### src/hdl/fdfm_pkg.sv
// Package for the fall detector: constants, state type and controller/datapath command structs.
package fdfm_pkg;

   localparam int FracBits = 8;
   localparam int CoefBits = 16;
   localparam int RegWidth = 16;
   localparam int CsrIndexWidth = 3;
   localparam int LevelWidth = 18;

   localparam logic [CsrIndexWidth-1:0] RegHighThreshold = 3'd0;
   localparam logic [CsrIndexWidth-1:0] RegLowThreshold  = 3'd1;
   localparam logic [CsrIndexWidth-1:0] RegGravityOffset = 3'd2;
   localparam logic [CsrIndexWidth-1:0] RegWindowSamples = 3'd3;
   localparam logic [CsrIndexWidth-1:0] RegHpGain        = 3'd4;
   localparam logic [CsrIndexWidth-1:0] RegHpFeedback    = 3'd5;
   localparam logic [CsrIndexWidth-1:0] RegLpGain        = 3'd6;
   localparam logic [CsrIndexWidth-1:0] RegLpFeedback    = 3'd7;

   // Multiply-accumulate operand selects for the shared multiplier.
   typedef enum logic [1:0] {
      MAC_HP_FB,
      MAC_HP_GAIN,
      MAC_LP_GAIN,
      MAC_LP_FB
   } mac_sel_type;

   typedef enum logic [3:0] {
      ST_IDLE,
      ST_SQUARE,
      ST_SQRT,
      ST_MAC,
      ST_HP_DONE,
      ST_LP_DONE,
      ST_DECIDE,
      ST_OUTPUT
   } state_type;

   typedef struct packed {
      logic        load;
      logic        square;
      logic        sqrt_step;
      logic        mac_clear;
      logic        mac_step;
      mac_sel_type mac_sel;
      logic        hp_finish;
      logic        lp_finish;
      logic        decide;
   } cmd_type;

   typedef struct packed {
      logic square_done;
      logic sqrt_done;
      logic mac_done;
   } status_type;

endpackage

### src/hdl/fdfm_ctrl.sv
// Controller state machine sequencing the datapath and the stream handshake.
module fdfm_ctrl (
   input  logic                 clock,
   input  logic                 reset,
   input  logic                 req_tvalid,
   output logic                 req_tready,
   output logic                 rsp_tvalid,
   input  logic                 rsp_tready,
   input  fdfm_pkg::status_type status,
   output fdfm_pkg::cmd_type    cmd
);

   fdfm_pkg::state_type state_ff, state_in;
   logic [1:0] mac_cnt_ff, mac_cnt_in;
   logic       rsp_valid_ff, rsp_valid_in;
   logic       accept;
   logic       out_free;

   assign accept = req_tvalid && req_tready;
   assign req_tready = (state_ff == fdfm_pkg::ST_IDLE);
   assign rsp_tvalid = rsp_valid_ff;
   // The result register may be overwritten once any waiting response leaves.
   assign out_free = !rsp_valid_ff || rsp_tready;

   // Next state.
   always_comb begin
      state_in = state_ff;
      mac_cnt_in = mac_cnt_ff;
      unique case (state_ff)
         fdfm_pkg::ST_IDLE: if (accept) state_in = fdfm_pkg::ST_SQUARE;
         fdfm_pkg::ST_SQUARE: if (status.square_done) state_in = fdfm_pkg::ST_SQRT;
         fdfm_pkg::ST_SQRT: if (status.sqrt_done) begin
            state_in = fdfm_pkg::ST_MAC;
            mac_cnt_in = 2'd0;
         end
         fdfm_pkg::ST_MAC: if (status.mac_done) begin
            mac_cnt_in = mac_cnt_ff + 2'd1;
            if (mac_cnt_ff == 2'd1) state_in = fdfm_pkg::ST_HP_DONE;
            else if (mac_cnt_ff == 2'd3) state_in = fdfm_pkg::ST_LP_DONE;
         end
         fdfm_pkg::ST_HP_DONE: state_in = fdfm_pkg::ST_MAC;
         fdfm_pkg::ST_LP_DONE: state_in = fdfm_pkg::ST_DECIDE;
         fdfm_pkg::ST_DECIDE: if (out_free) state_in = fdfm_pkg::ST_OUTPUT;
         fdfm_pkg::ST_OUTPUT: if (out_free) state_in = fdfm_pkg::ST_IDLE;
         default: state_in = fdfm_pkg::ST_IDLE;
      endcase
   end

   // Datapath commands.
   always_comb begin
      cmd = '0;
      cmd.mac_sel = fdfm_pkg::mac_sel_type'(mac_cnt_ff);
      unique case (state_ff)
         fdfm_pkg::ST_IDLE: cmd.load = accept;
         fdfm_pkg::ST_SQUARE: cmd.square = 1'b1;
         fdfm_pkg::ST_SQRT: begin
            cmd.sqrt_step = 1'b1;
            cmd.mac_clear = status.sqrt_done;
         end
         fdfm_pkg::ST_MAC: cmd.mac_step = 1'b1;
         fdfm_pkg::ST_HP_DONE: cmd.hp_finish = 1'b1;
         fdfm_pkg::ST_LP_DONE: cmd.lp_finish = 1'b1;
         fdfm_pkg::ST_DECIDE: cmd.decide = out_free;
         default: ;
      endcase
   end

   // Output register valid: a result waits here while the next sample is taken.
   always_comb begin
      rsp_valid_in = rsp_valid_ff;
      if (rsp_valid_ff && rsp_tready) rsp_valid_in = 1'b0;
      if (state_ff == fdfm_pkg::ST_OUTPUT && out_free)
         rsp_valid_in = 1'b1;
   end

   always_ff @(posedge clock) begin
      if (reset) begin
         state_ff <= fdfm_pkg::ST_IDLE;
         mac_cnt_ff <= 2'd0;
         rsp_valid_ff <= 1'b0;
      end else begin
         state_ff <= state_in;
         mac_cnt_ff <= mac_cnt_in;
         rsp_valid_ff <= rsp_valid_in;
      end
   end

`ifndef SYNTH
   a_ready_idle: assert property (@(posedge clock) disable iff (reset)
      req_tready |-> state_ff == fdfm_pkg::ST_IDLE) else $error("ready outside idle");
   a_load_goes_square: assert property (@(posedge clock) disable iff (reset)
      accept |=> state_ff == fdfm_pkg::ST_SQUARE) else $error("bad sequence");
   a_out_fill: assert property (@(posedge clock) disable iff (reset)
      (state_ff == fdfm_pkg::ST_OUTPUT && !rsp_valid_ff) |=> rsp_valid_ff)
      else $error("result lost");
`endif

endmodule

### config.mk
export PLATFORM = sky130hd
export DESIGN_NAME = fdfm_ctrl
export DESIGN_NICKNAME = d
export VERILOG_FILES = /design/src/hdl/fdfm_pkg.sv /design/src/hdl/fdfm_ctrl.sv
export SDC_FILE = /design/constraint.sdc
export NUM_CORES = 1
export LEC_CHECK = 0
export BUFFER_PORTS_ARGS = -buffer_cell sky130_fd_sc_hd__buf_2
export CAP_MARGIN = 20
export CORE_ASPECT_RATIO = 1.1
export CORE_UTILIZATION = 29
export DETAILED_ROUTE_END_ITERATION = 10
export SYNTH_ARGS = -nofsm -noshare
export SYNTH_HDL_FRONTEND = slang
export SYNTH_SLANG_ARGS = --single-unit
### constraint.sdc
create_clock -name clock -period 2.5 [get_ports clock]
set_clock_uncertainty 0.2 [all_clocks]
set_input_delay 0.125 -clock clock [delete_from_list [all_inputs] [get_ports clock]]
set_output_delay 0.125 -clock clock [all_outputs]
set_load 0.1 [all_outputs]
==> results.json <==
{
  "switchingPower_mw": 0.443,
  "fin_util": 0.416,
  "synth_area_leader_cell": "dfxtp_1",
  "syn-num-nets": 61,
  "wl_per_cell_um": 11.7,
  "yosys.cell_count.top_type": "dfxtp_1",
  "worst_pin_slew_ns": 0.530,
  "switching_share": 0.630,
  "dieHeight_um": 42.9,
  "design.die.area_sq_um": 1680,
  "grt_pass1_wl_um": 1620,
  "drv_cap": 0,
  "finalCritPeriodShare": 0.821,
  "synth_edf_count": 0,
  "row_count": 14,
  "worstPathMaxFanout": 12,
  "drive_gt1_frac": 0.408,
  "hold_viol": 0,
  "root_buffer": "clkbuf_4",
  "grt_max_degree": 14,
  "synth_top_area_share": 0.273,
  "p_int_mw": 0.261,
  "n_fill_cell": 150,
  "cp_slowest_cell": "dfxtp_1",
  "min_path_type": "in -> reg",
  "relSlewSlack": 0.646,
  "cts_resized": 0,
  "rrSetupSlack_ns": 0.70,
  "clkPwrFrac": 0.131,
  "arrival_ns": 1.73,
  "syn2layout_area_growth_pct": 30.7,
  "die_w_um": 39.2,
  "end_kind": "primary output",
  "first_pass_iters": 3,
  "cts_buffers": 3,
  "finalPower_mw": 0.704,
  "vdd_drop_max_mv": 0.550,
  "core-area_sq_um": 1380,
  "syn_avg_cell_area_sq_um": 8.47,
  "clock_sinks": 6,
  "place_congestion": 0.753,
  "ioPinCount": 19,
  "clockBufferDepth": 2,
  "fmaxAchievable_mhz": 487,
  "grt_usage": 0.150,
  "yosys_warnings": 0,
  "hpwlAfterDp_um": 782,
  "slowest_delay_ns": 0.65,
  "final_antenna_net_count": 0,
  "htreeDepth": 1,
  "io_buffers": 18,
  "outcome": "completed",
  "setup_viol_count_final": 0,
  "vias": 447,
  "startpoint_type": "register",
  "overflow": 0,
  "async_reset_ff_frac": 0,
  "drc": 0,
  "ys_ff_latch": 6,
  "netlist_area_sq_um": 440,
  "min_period_ns": 2.05,
  "combinationalPowerShare": 0.633,
  "n_antenna_cell": 0,
  "seq_power_share": 0.236,
  "start_util": 0.318,
  "ys.flop_type": "dfxtp_1",
  "power.density_nw_per_um2": 1220,
  "layout.nets": 82,
  "cp_data_required_time_ns": 2.17,
  "wirelength_um": 1020,
  "p_leak_nw": 0.260,
  "slew_violations": 0,
  "grt_pass1_vias": 380,
  "viasPerCell": 5.14,
  "synthCells": 52,
  "tritoncts": "built",
  "antenna_found_initial": 0,
  "netlist_top_cells_area": "dfxtp_1 (27%), a2111oi_4 (6.3%), ha_1 (5.7%)",
  "path_cells": "nand2b_4, nand3b_1, inv_1, buf_2",
  "clk_pin_slew_ns": 0.05,
  "ys_seq_area_frac": 0.273,
  "insertion_delay_ns": 0.25,
  "grt_setup_unrepaired": "no",
  "drt-initial-drc-count": 12,
  "critical_path_class": "reg -> out",
  "synth.distinct_cells": 30,
  "yosys-top-cells-count": "dfxtp_1 (6), nor2_1 (5)"
}
## critical path, delay by kind of cell (launching register included)
family,cells,cell delay (ns)
simple gates,2,0.35
buf+inv,2,0.48
flops,1,0.65
## routing by layer
layer  GRT usage  wire length [um]  vias to the layer above
li1            -                 -                      226
met1       0.164               431                      208
met2       0.207               508                        9
met3      0.0942                49                        4
met4       0.103                31                        0
met5           0                 0                        -
## cell usage in the layout, fill, tap and decap left out, drive strengths merged
cell         count
a21oi            3
inv              4
o21a             1
o22ai            1
a31oi            1
or4              1
nand4b           1
mux2             1
dlygate4sd3      1
a2111oi          1
nor2             5
dfxtp            6
nor3b            3
buf             18
nand2b           2
nand2            1
nor3             2
nor4             1
and2             2
clkbuf           3
nand3            3
or2              2
nand3b           1
o2111ai          1
o21ai            3
o311a            1
ha               2
## path summary, 6_finish.rpt
check                                                start                         end  cells after the start
worst max-delay path              state_ff[1]$_SDFFE_PP0P_                      cmd[6]                      4
worst min-delay path                            rsp_tready     rsp_tvalid$_SDFFE_PP0P_                      3
worst max register to register    state_ff[0]$_SDFFE_PP0P_    state_ff[0]$_SDFFE_PP0P_                      4
worst min register to register  mac_cnt_ff[0]$_SDFFE_PP0P_  mac_cnt_ff[0]$_SDFFE_PP0P_                      2
## state kept, by name (all words and copies together), names as in the netlist
signal	count
mac_cnt_ff	2
rsp_tvalid	1
state_ff	3
## kinds of logic (layout without fill, tap and decap cells)
kind of cell	count (synthesis)	count (layout)	synth area share
buffers and inverters	7	26	0.0966
DFF	6	6	0.273
AOI/OAI and AO/OA	12	12	0.219
muxes	1	1	0.0256
adders and majority gates	2	2	0.0568
and+or+nand+nor	24	24	0.330
## stage by stage
step | setup slack (ns) | cells | area, sq um | hold slack [ns] | TNS (ns)
2_1_floorplan | -0.507 | 52 | 460 | -0.00593 | -0.912
3_3_place_gp | 0.738 | 83 | 543 | 0.175 | 0
3_5_place_dp | 0.691 | 83 | 543 | 0.181 | 0
4_1_cts | 0.440 | 87 | 576 | 0.0490 | 0
5_1_grt | 0.338 | 87 | 576 | 0.0590 | 0
6_report | 0.447 | 87 | 576 | 0.0447 | 0
## layout make-up
class	count	area [sq um]	area share
flip-flops and latches	6	120	0.209
inverters	4	15.0	0.0261
multi-input cells	39	298	0.517
well taps	16	20.0	0.0348
repair buffers	19	100	0.174
clock buffers	3	22.5	0.0391
## power by group through the flow
stage          clock (mW)  combinational [mW]  sequential, mW
6_report           0.0919               0.446           0.166
5_1_grt             0.106               0.469           0.171
4_1_cts            0.0976               0.448           0.166
3_5_place_dp            0               0.447           0.168
3_3_place_gp            0               0.444           0.166
2_1_floorplan           0               0.428           0.138
## timing repair
item,CTS,global route
hold buffers,1,0
setup endpoints to repair,0,0
setup buffers,0,0
hold endpoints to repair,3,0
Note: power is estimated with default switching activity, not from simulation.
