### src/hdl/fdfm_pkg.sv
// Package for the fall detector: constants, state type and controller/datapath command structs.
package fdfm_pkg;

   localparam int FracBits = 8;
   localparam int CoefBits = 16;
   localparam int RegWidth = 16;
   localparam int CsrIndexWidth = 3;
   localparam int LevelWidth = 18;

   localparam logic [CsrIndexWidth-1:0] RegHighThreshold = 3'd0;
   localparam logic [CsrIndexWidth-1:0] RegLowThreshold  = 3'd1;
   localparam logic [CsrIndexWidth-1:0] RegGravityOffset = 3'd2;
   localparam logic [CsrIndexWidth-1:0] RegWindowSamples = 3'd3;
   localparam logic [CsrIndexWidth-1:0] RegHpGain        = 3'd4;
   localparam logic [CsrIndexWidth-1:0] RegHpFeedback    = 3'd5;
   localparam logic [CsrIndexWidth-1:0] RegLpGain        = 3'd6;
   localparam logic [CsrIndexWidth-1:0] RegLpFeedback    = 3'd7;

   // Multiply-accumulate operand selects for the shared multiplier.
   typedef enum logic [1:0] {
      MAC_HP_FB,
      MAC_HP_GAIN,
      MAC_LP_GAIN,
      MAC_LP_FB
   } mac_sel_type;

   typedef enum logic [3:0] {
      ST_IDLE,
      ST_SQUARE,
      ST_SQRT,
      ST_MAC,
      ST_HP_DONE,
      ST_LP_DONE,
      ST_DECIDE,
      ST_OUTPUT
   } state_type;

   typedef struct packed {
      logic        load;
      logic        square;
      logic        sqrt_step;
      logic        mac_clear;
      logic        mac_step;
      mac_sel_type mac_sel;
      logic        hp_finish;
      logic        lp_finish;
      logic        decide;
   } cmd_type;

   typedef struct packed {
      logic square_done;
      logic sqrt_done;
      logic mac_done;
   } status_type;

endpackage

### src/hdl/fdfm_datapath.sv
// Datapath: squares, iterative square root, shared multiplier filters and event logic.
module fdfm_datapath #(
   parameter int FRAC_BITS = fdfm_pkg::FracBits,
   parameter int COEF_BITS = fdfm_pkg::CoefBits
) (
   input  logic                                 clock,
   input  logic                                 reset,
   input  logic                                 csr_we,
   input  logic [fdfm_pkg::CsrIndexWidth-1:0]   csr_index,
   input  logic [fdfm_pkg::RegWidth-1:0]        csr_wdata,
   input  logic [48:0]                          req_tdata,
   input  fdfm_pkg::cmd_type                    cmd,
   output fdfm_pkg::status_type                 status,
   output logic [fdfm_pkg::LevelWidth+3:0]      result
);

   localparam int AccW = 64;

   // Configuration registers.
   logic signed [15:0] high_thr_ff, low_thr_ff;
   logic [15:0] grav_ff, window_ff, hp_gain_ff, hp_fb_ff, lp_gain_ff, lp_fb_ff;

   always_ff @(posedge clock) begin
      if (reset) begin
         high_thr_ff <= 16'sd5120;
         low_thr_ff  <= 16'sd1024;
         grav_ff     <= 16'd2150;
         window_ff   <= 16'd1000;
         hp_gain_ff  <= 16'd65025;
         hp_fb_ff    <= 16'd64515;
         lp_gain_ff  <= 16'd1996;
         lp_fb_ff    <= 16'd61544;
      end else if (csr_we) begin
         unique case (csr_index)
            fdfm_pkg::RegHighThreshold: high_thr_ff <= csr_wdata;
            fdfm_pkg::RegLowThreshold:  low_thr_ff  <= csr_wdata;
            fdfm_pkg::RegGravityOffset: grav_ff     <= csr_wdata;
            fdfm_pkg::RegWindowSamples: window_ff   <= csr_wdata;
            fdfm_pkg::RegHpGain:        hp_gain_ff  <= csr_wdata;
            fdfm_pkg::RegHpFeedback:    hp_fb_ff    <= csr_wdata;
            fdfm_pkg::RegLpGain:        lp_gain_ff  <= csr_wdata;
            fdfm_pkg::RegLpFeedback:    lp_fb_ff    <= csr_wdata;
            default: ;
         endcase
      end
   end

   // Sample capture and sum of squares, one axis per cycle through one squarer.
   logic signed [15:0] ax_ff [3];
   logic press_ff;
   logic [1:0] sq_cnt_ff;
   logic [31:0] sq_sum_ff;
   logic signed [31:0] sq_term;
   assign sq_term = ax_ff[sq_cnt_ff] * ax_ff[sq_cnt_ff];
   assign status.square_done = cmd.square && (sq_cnt_ff == 2'd2);

   always_ff @(posedge clock) begin
      if (cmd.load) begin
         ax_ff[0] <= req_tdata[15:0];
         ax_ff[1] <= req_tdata[31:16];
         ax_ff[2] <= req_tdata[47:32];
         press_ff <= req_tdata[48];
         sq_cnt_ff <= 2'd0;
         sq_sum_ff <= '0;
      end else if (cmd.square) begin
         sq_sum_ff <= sq_sum_ff + 32'(sq_term);
         sq_cnt_ff <= sq_cnt_ff + 2'd1;
      end
   end

   // Bit-pair square root, one step per cycle over sixteen steps.
   logic [31:0] rem_ff, root_ff, bit_ff;
   logic [31:0] trial;
   logic sq_started_ff;
   assign trial = root_ff + bit_ff;
   assign status.sqrt_done = cmd.sqrt_step && sq_started_ff && (bit_ff[1:0] != 2'd0);

   always_ff @(posedge clock) begin
      if (cmd.square) begin
         sq_started_ff <= 1'b0;
      end else if (cmd.sqrt_step) begin
         if (!sq_started_ff) begin
            rem_ff <= sq_sum_ff;
            root_ff <= '0;
            bit_ff <= 32'h4000_0000;
            sq_started_ff <= 1'b1;
         end else begin
            if (rem_ff >= trial) begin
               rem_ff <= rem_ff - trial;
               root_ff <= (root_ff >> 1) + bit_ff;
            end else begin
               root_ff <= root_ff >> 1;
            end
            bit_ff <= bit_ff >> 2;
         end
      end
   end

   logic [31:0] root_final;
   assign root_final = (rem_ff >= trial) ? ((root_ff >> 1) + bit_ff) : (root_ff >> 1);

   // Filter state and shared multiply-accumulate.
   logic signed [31:0] xn_ff, hp_pin_ff, hp_pout_ff, lp_pin_ff, lp_pout_ff, hp_ff, lp_ff;
   logic signed [AccW-1:0] acc_ff;
   logic signed [16:0] coef;
   logic signed [32:0] operand;
   logic signed [49:0] mul_full;
   logic signed [AccW-1:0] product;
   logic signed [AccW-1:0] shifted;
   logic signed [31:0] sat_val;
   logic signed [AccW-1:0] diff;

   assign diff = (AccW'(xn_ff) - AccW'(hp_pin_ff)) <<< FRAC_BITS;
   always_comb begin
      unique case (cmd.mac_sel)
         fdfm_pkg::MAC_HP_FB:   begin coef = {1'b0, hp_fb_ff};   operand = 33'(hp_pout_ff); end
         fdfm_pkg::MAC_HP_GAIN: begin coef = {1'b0, hp_gain_ff}; operand = diff[32:0]; end
         fdfm_pkg::MAC_LP_GAIN: begin
            coef = {1'b0, lp_gain_ff};
            operand = 33'(hp_ff) + 33'(lp_pin_ff);
         end
         default: begin coef = {1'b0, lp_fb_ff}; operand = 33'(lp_pout_ff); end
      endcase
   end
   // A 33 by 17 bit signed product is exact in 50 bits.
   assign mul_full = operand * coef;
   assign product = AccW'(mul_full);
   assign status.mac_done = cmd.mac_step;
   assign shifted = acc_ff >>> COEF_BITS;
   assign sat_val = (shifted > 64'sd2147483647) ? 32'sh7fffffff :
                    (shifted < -64'sd2147483648) ? 32'sh80000000 : shifted[31:0];

   always_ff @(posedge clock) begin
      if (reset) begin
         hp_pin_ff <= '0; hp_pout_ff <= '0; lp_pin_ff <= '0; lp_pout_ff <= '0;
      end else begin
         if (cmd.mac_clear) begin
            xn_ff <= 32'($signed({1'b0, root_final})) - 32'($signed({1'b0, grav_ff}));
            acc_ff <= '0;
         end
         if (cmd.mac_step) acc_ff <= acc_ff + product;
         if (cmd.hp_finish) begin
            hp_ff <= sat_val;
            acc_ff <= '0;
         end
         if (cmd.lp_finish) begin
            lp_ff <= sat_val;
            hp_pin_ff <= xn_ff;
            hp_pout_ff <= hp_ff;
            lp_pin_ff <= hp_ff;
            lp_pout_ff <= sat_val;
         end
      end
   end

   // Level and event state.
   logic signed [31:0] lvl_full;
   logic signed [17:0] level;
   assign lvl_full = lp_ff >>> FRAC_BITS;
   assign level = (lvl_full > 32'sd131071) ? 18'sd131071 :
                  (lvl_full < -32'sd131072) ? -18'sd131072 : lvl_full[17:0];

   logic armed_ff, cancelled_ff, alert_done_ff;
   logic [15:0] win_ff;
   logic [21:0] result_ff;
   always_ff @(posedge clock) begin
      logic a, c, ad, fi, ff, fa, fc;
      logic [15:0] w;
      if (reset) begin
         armed_ff <= 1'b0; cancelled_ff <= 1'b0; alert_done_ff <= 1'b0; win_ff <= '0;
      end else if (cmd.decide) begin
         a = armed_ff; c = cancelled_ff; ad = alert_done_ff; w = win_ff;
         fi = 1'b0; ff = 1'b0; fa = 1'b0; fc = 1'b0;
         if (press_ff && a) begin c = 1'b1; a = 1'b0; fc = 1'b1; end
         if (w != 16'd0) begin
            w = w - 16'd1;
            if (w == 16'd0 && !c) begin ad = 1'b1; a = 1'b0; fa = 1'b1; end
         end
         if (!a && level > 18'(high_thr_ff)) begin
            a = 1'b1; c = 1'b0; ad = 1'b0; fi = 1'b1;
            w = (window_ff != 16'd0) ? window_ff : 16'd1;
         end else if (a && level < 18'(low_thr_ff)) begin
            ff = !c && !ad; a = 1'b0;
         end
         armed_ff <= a; cancelled_ff <= c; alert_done_ff <= ad; win_ff <= w;
         result_ff <= {fc, fa, ff, fi, level};
      end
   end
   assign result = result_ff;

`ifndef SYNTH
   a_sqrt_after_square: assert property (@(posedge clock) disable iff (reset)
      status.square_done |=> !sq_started_ff) else $error("sqrt started early");
   a_cancel_clears_arm: assert property (@(posedge clock) disable iff (reset)
      (cmd.decide && press_ff && armed_ff && !(level > 18'(high_thr_ff)))
      |=> !armed_ff) else $error("cancel kept armed");
   a_impact_loads_window: assert property (@(posedge clock) disable iff (reset)
      (cmd.decide && !armed_ff && !(press_ff && armed_ff) && level > 18'(high_thr_ff))
      |=> win_ff != 16'd0) else $error("window not started");
`endif

endmodule
### config.mk
export PLATFORM = sky130hd
export DESIGN_NAME = fdfm_datapath
export DESIGN_NICKNAME = d
export VERILOG_FILES = /design/src/hdl/fdfm_pkg.sv /design/src/hdl/fdfm_datapath.sv
export SDC_FILE = /design/constraint.sdc
export NUM_CORES = 2
export LEC_CHECK = 0
export BUFFER_PORTS_ARGS = -buffer_cell sky130_fd_sc_hd__buf_2
export CORE_ASPECT_RATIO = 1.4
export CORE_MARGIN = 4
export CORE_UTILIZATION = 34
export DETAILED_ROUTE_END_ITERATION = 10
export PLACE_DENSITY = 0.53
export SLEW_MARGIN = 20
export SYNTH_ARGS = -nofsm -noshare
export SYNTH_HDL_FRONTEND = slang
export SYNTH_SLANG_ARGS = --single-unit
### constraint.sdc
create_clock -name clock -period 11.4 [get_ports clock]
set_clock_uncertainty 0.15 [all_clocks]
set_input_delay 3.42 -clock clock [delete_from_list [all_inputs] [get_ports clock]]
set_output_delay 3.42 -clock clock [all_outputs]
set_load 0.05 [all_outputs]
==> run metrics <==
Max Slew Vio Count 0; fin crit share 0.953; CTS tree yes; Routed WL per cell 20.4 um; endpoints failing setup 0; type of origin of the critical path input pin; post-synthesis average cell area 9.24 um2; vias in the first global route slightly above 50k; fin util 0.386; final RePlAce weighted congestion roughly 0.94; Max Cap Viol 0; Post-synth EDFFs 296; FP Rows approximately 190; I/O pin cnt between 100 and 150; DR DRC count 0; # port buffers between 100 and 150; Post-CTS Repair Setup Buffers 0; Yosys Warn Count 0; min cycle time layout approximately 11,000 ps; first-pass GRT wire length roughly 300 mm; number of DRC markers in iteration 0 2,580; synthesized netlist cell count 6,819; final hold violation count 0; Yosys reg bits between 500 and 600; Clock H-tree levels 3; total number of vias 47.9k; Routed WL 196 mm; die area a little under 0.2 mm2; Hold Slack 302 ps; Clock Latency Late Sink approximately 700 ps; cell area after synthesis 0.0630 mm2; Max Freq a little over 0.09 GHz; crit-path most repeated cell fa_1; ANT nets after route 0; initial antenna violation count 7; layout cells sized above 1 0.101; Most used DFF post-synth edfxtp_1; gr ovfl total 0; Initial Util 0.343; Slew headroom 0.311; largest net degree at the start of global routing 91; Synth Net Count approximately 8.2k; die span in x roughly 370 um; clock-pin slew on the worst setup and hold paths ~60 ps; die height roughly 520 um; Crit. End Element flip-flop; First-pass DRT Iterations 5; CP required around 12,000 ps; worst slew pin tran 1030 ps; CP Class in -> reg; Hold WC Path Type reg -> reg; CTS resizes 0; sequential-to-total area share from yosys stat 0.228; WP data arrival 11,150 ps; Crit path largest cell delay roughly 550 ps; # hold bufs at CTS 0; area of the core ~0.18 mm2; RSZ-0062 raised after global routing no; vias per inst around 5.0; CTS Buf Count 73; async set or reset register ratio after synthesis 0; clk sinks approximately 570; Tot GR Track Use 0.206; Post-DP HPWL 159 mm; Slowest cell on crit path fa_1; Root Driver clkbuf_16; CTS max path bufs 3; fin nets around 8.5k; crit-path max FO 12; Area growth, synth to finish 12.7%; Unique masters post-synth approximately 110; status completed
placed cells by master, fill, tap and decap left out, types with 43 or more instances in the layout:
cell,n
o21a_1,68
buf_2,100
clkbuf_16,75
a21o_1,150
ha_1,429
nand2b_1,58
xnor2_1,183
buf_4,319
nor2_1,662
mux2_2,46
nand3b_1,43
a21oi_1,336
nand3_1,62
o21ai_0,156
mux2i_1,155
fa_1,878
xor2_1,112
inv_1,1243
and2_1,67
edfxtp_1,296
dfxtp_1,272
nor3_1,47
nand2_1,727
nor2b_1,52
path summary, 6_finish.rpt:
| kind | startpoint | end | cells past startpoint | slack (ps) |
|---|---|---|---|---|
| worst max register to register | hp_ff[6]$_DFFE_PP_ | acc_ff[63]$_SDFFCE_PP0P_ | 31 | 1380 |
| worst min register to register | hp_fb_ff[7]$_SDFFE_PP0P_ | hp_fb_ff[7]$_SDFFE_PP0P_ | 2 | 300 |
| worst min-delay path | hp_fb_ff[7]$_SDFFE_PP0P_ | hp_fb_ff[7]$_SDFFE_PP0P_ | 2 | 300 |
| worst max-delay path | cmd[3] | acc_ff[52]$_SDFFCE_PP0P_ | 30 | 530 |
synth_stat cells, drive strengths merged (26+ instances only):
library cell  number  area (um2)
edfxtp           296        8890
nor2             667        2520
nand4             33         206
clkbuf           221         850
buf               46         248
fa               878       17600
xor2             112         981
a211oi            34         275
a31oi             37         231
a21o             150        1130
and2              68         425
nand2            728        2740
o21bai            28         210
nand2b            59         369
o211ai            26         200
mux2              46         518
nand3             62         310
mux2i            155        1550
nor3              49         250
dfxtp            273        5470
xnor2            184        1620
o21a              68         510
inv             1248        4690
ha               429        5370
nor2b             58         363
a21oi            342        1730
nand3b            43         323
o21ai            195        1010
per-layer routing:
metal  track usage  vias to the layer above  routed length, um
li1              -                    22300                  -
met1         0.225                    24000              71800
met2         0.380                     1122             103000
met3        0.0241                      426               7570
met4         0.122                        4              14000
met5             0                        -                 21
logic make-up (layout without fill, tap and decap cells):
group | after synthesis | count (layout) | synth area share
xor+xnor | 296 | 296 | 0.0413
simple gates | 1864 | 1864 | 0.130
other cells | 0 | 5 | 0
compound gates | 1050 | 1050 | 0.109
buf+inv | 1522 | 1842 | 0.0922
fa+ha+maj | 1310 | 1310 | 0.365
flops | 569 | 569 | 0.228
mux | 208 | 208 | 0.0353
worst max-delay path: cells and delay by family:
kind	cells	cell delay, ps
buffers and inverters	9	1370
AND/OR/NAND/NOR	3	330
AO/OA/AOI/OAI	10	2180
adder cells (fa/ha/maj)	7	3400
multiplexers	1	380
final cells by class:
type,instances,area [um2]
inverter,1255,4720
multi-input combinational,4728,43000
clock buffer,98,2030
timing repair buffer,451,3530
clock inverter,38,337
sequential,569,14400
fill,18700,113000
antenna,5,12.5
tap,2444,3060
state kept, by name, indices dropped and copies added, names as in the netlist, 22 cells and up, named ones only:
signal and cells:
acc_ff 64, ax_ff 48, hp_ff 32, lp_pin_ff 32
lp_pout_ff 32, rem_ff 32, root_ff 32, sq_sum_ff 32
hp_pin_ff 25, xn_ff 25, lp_ff 24, result 22
through the flow:
stage	TNS [ps]	cell area (um2)	setup slack, ps	cells
2_1_floorplan	-5.09	63000	-5.09	6819
3_3_place_gp	-690	68600	-171	9447
3_5_place_dp	-652	68600	-176	9447
4_1_cts	0	71000	548	9583
5_1_grt	0	71000	82.2	9584
6_report	0	71000	531	9588
Power is not shown: default switching activity piles up to over one toggle a cycle in this logic, so the estimate is an artifact.
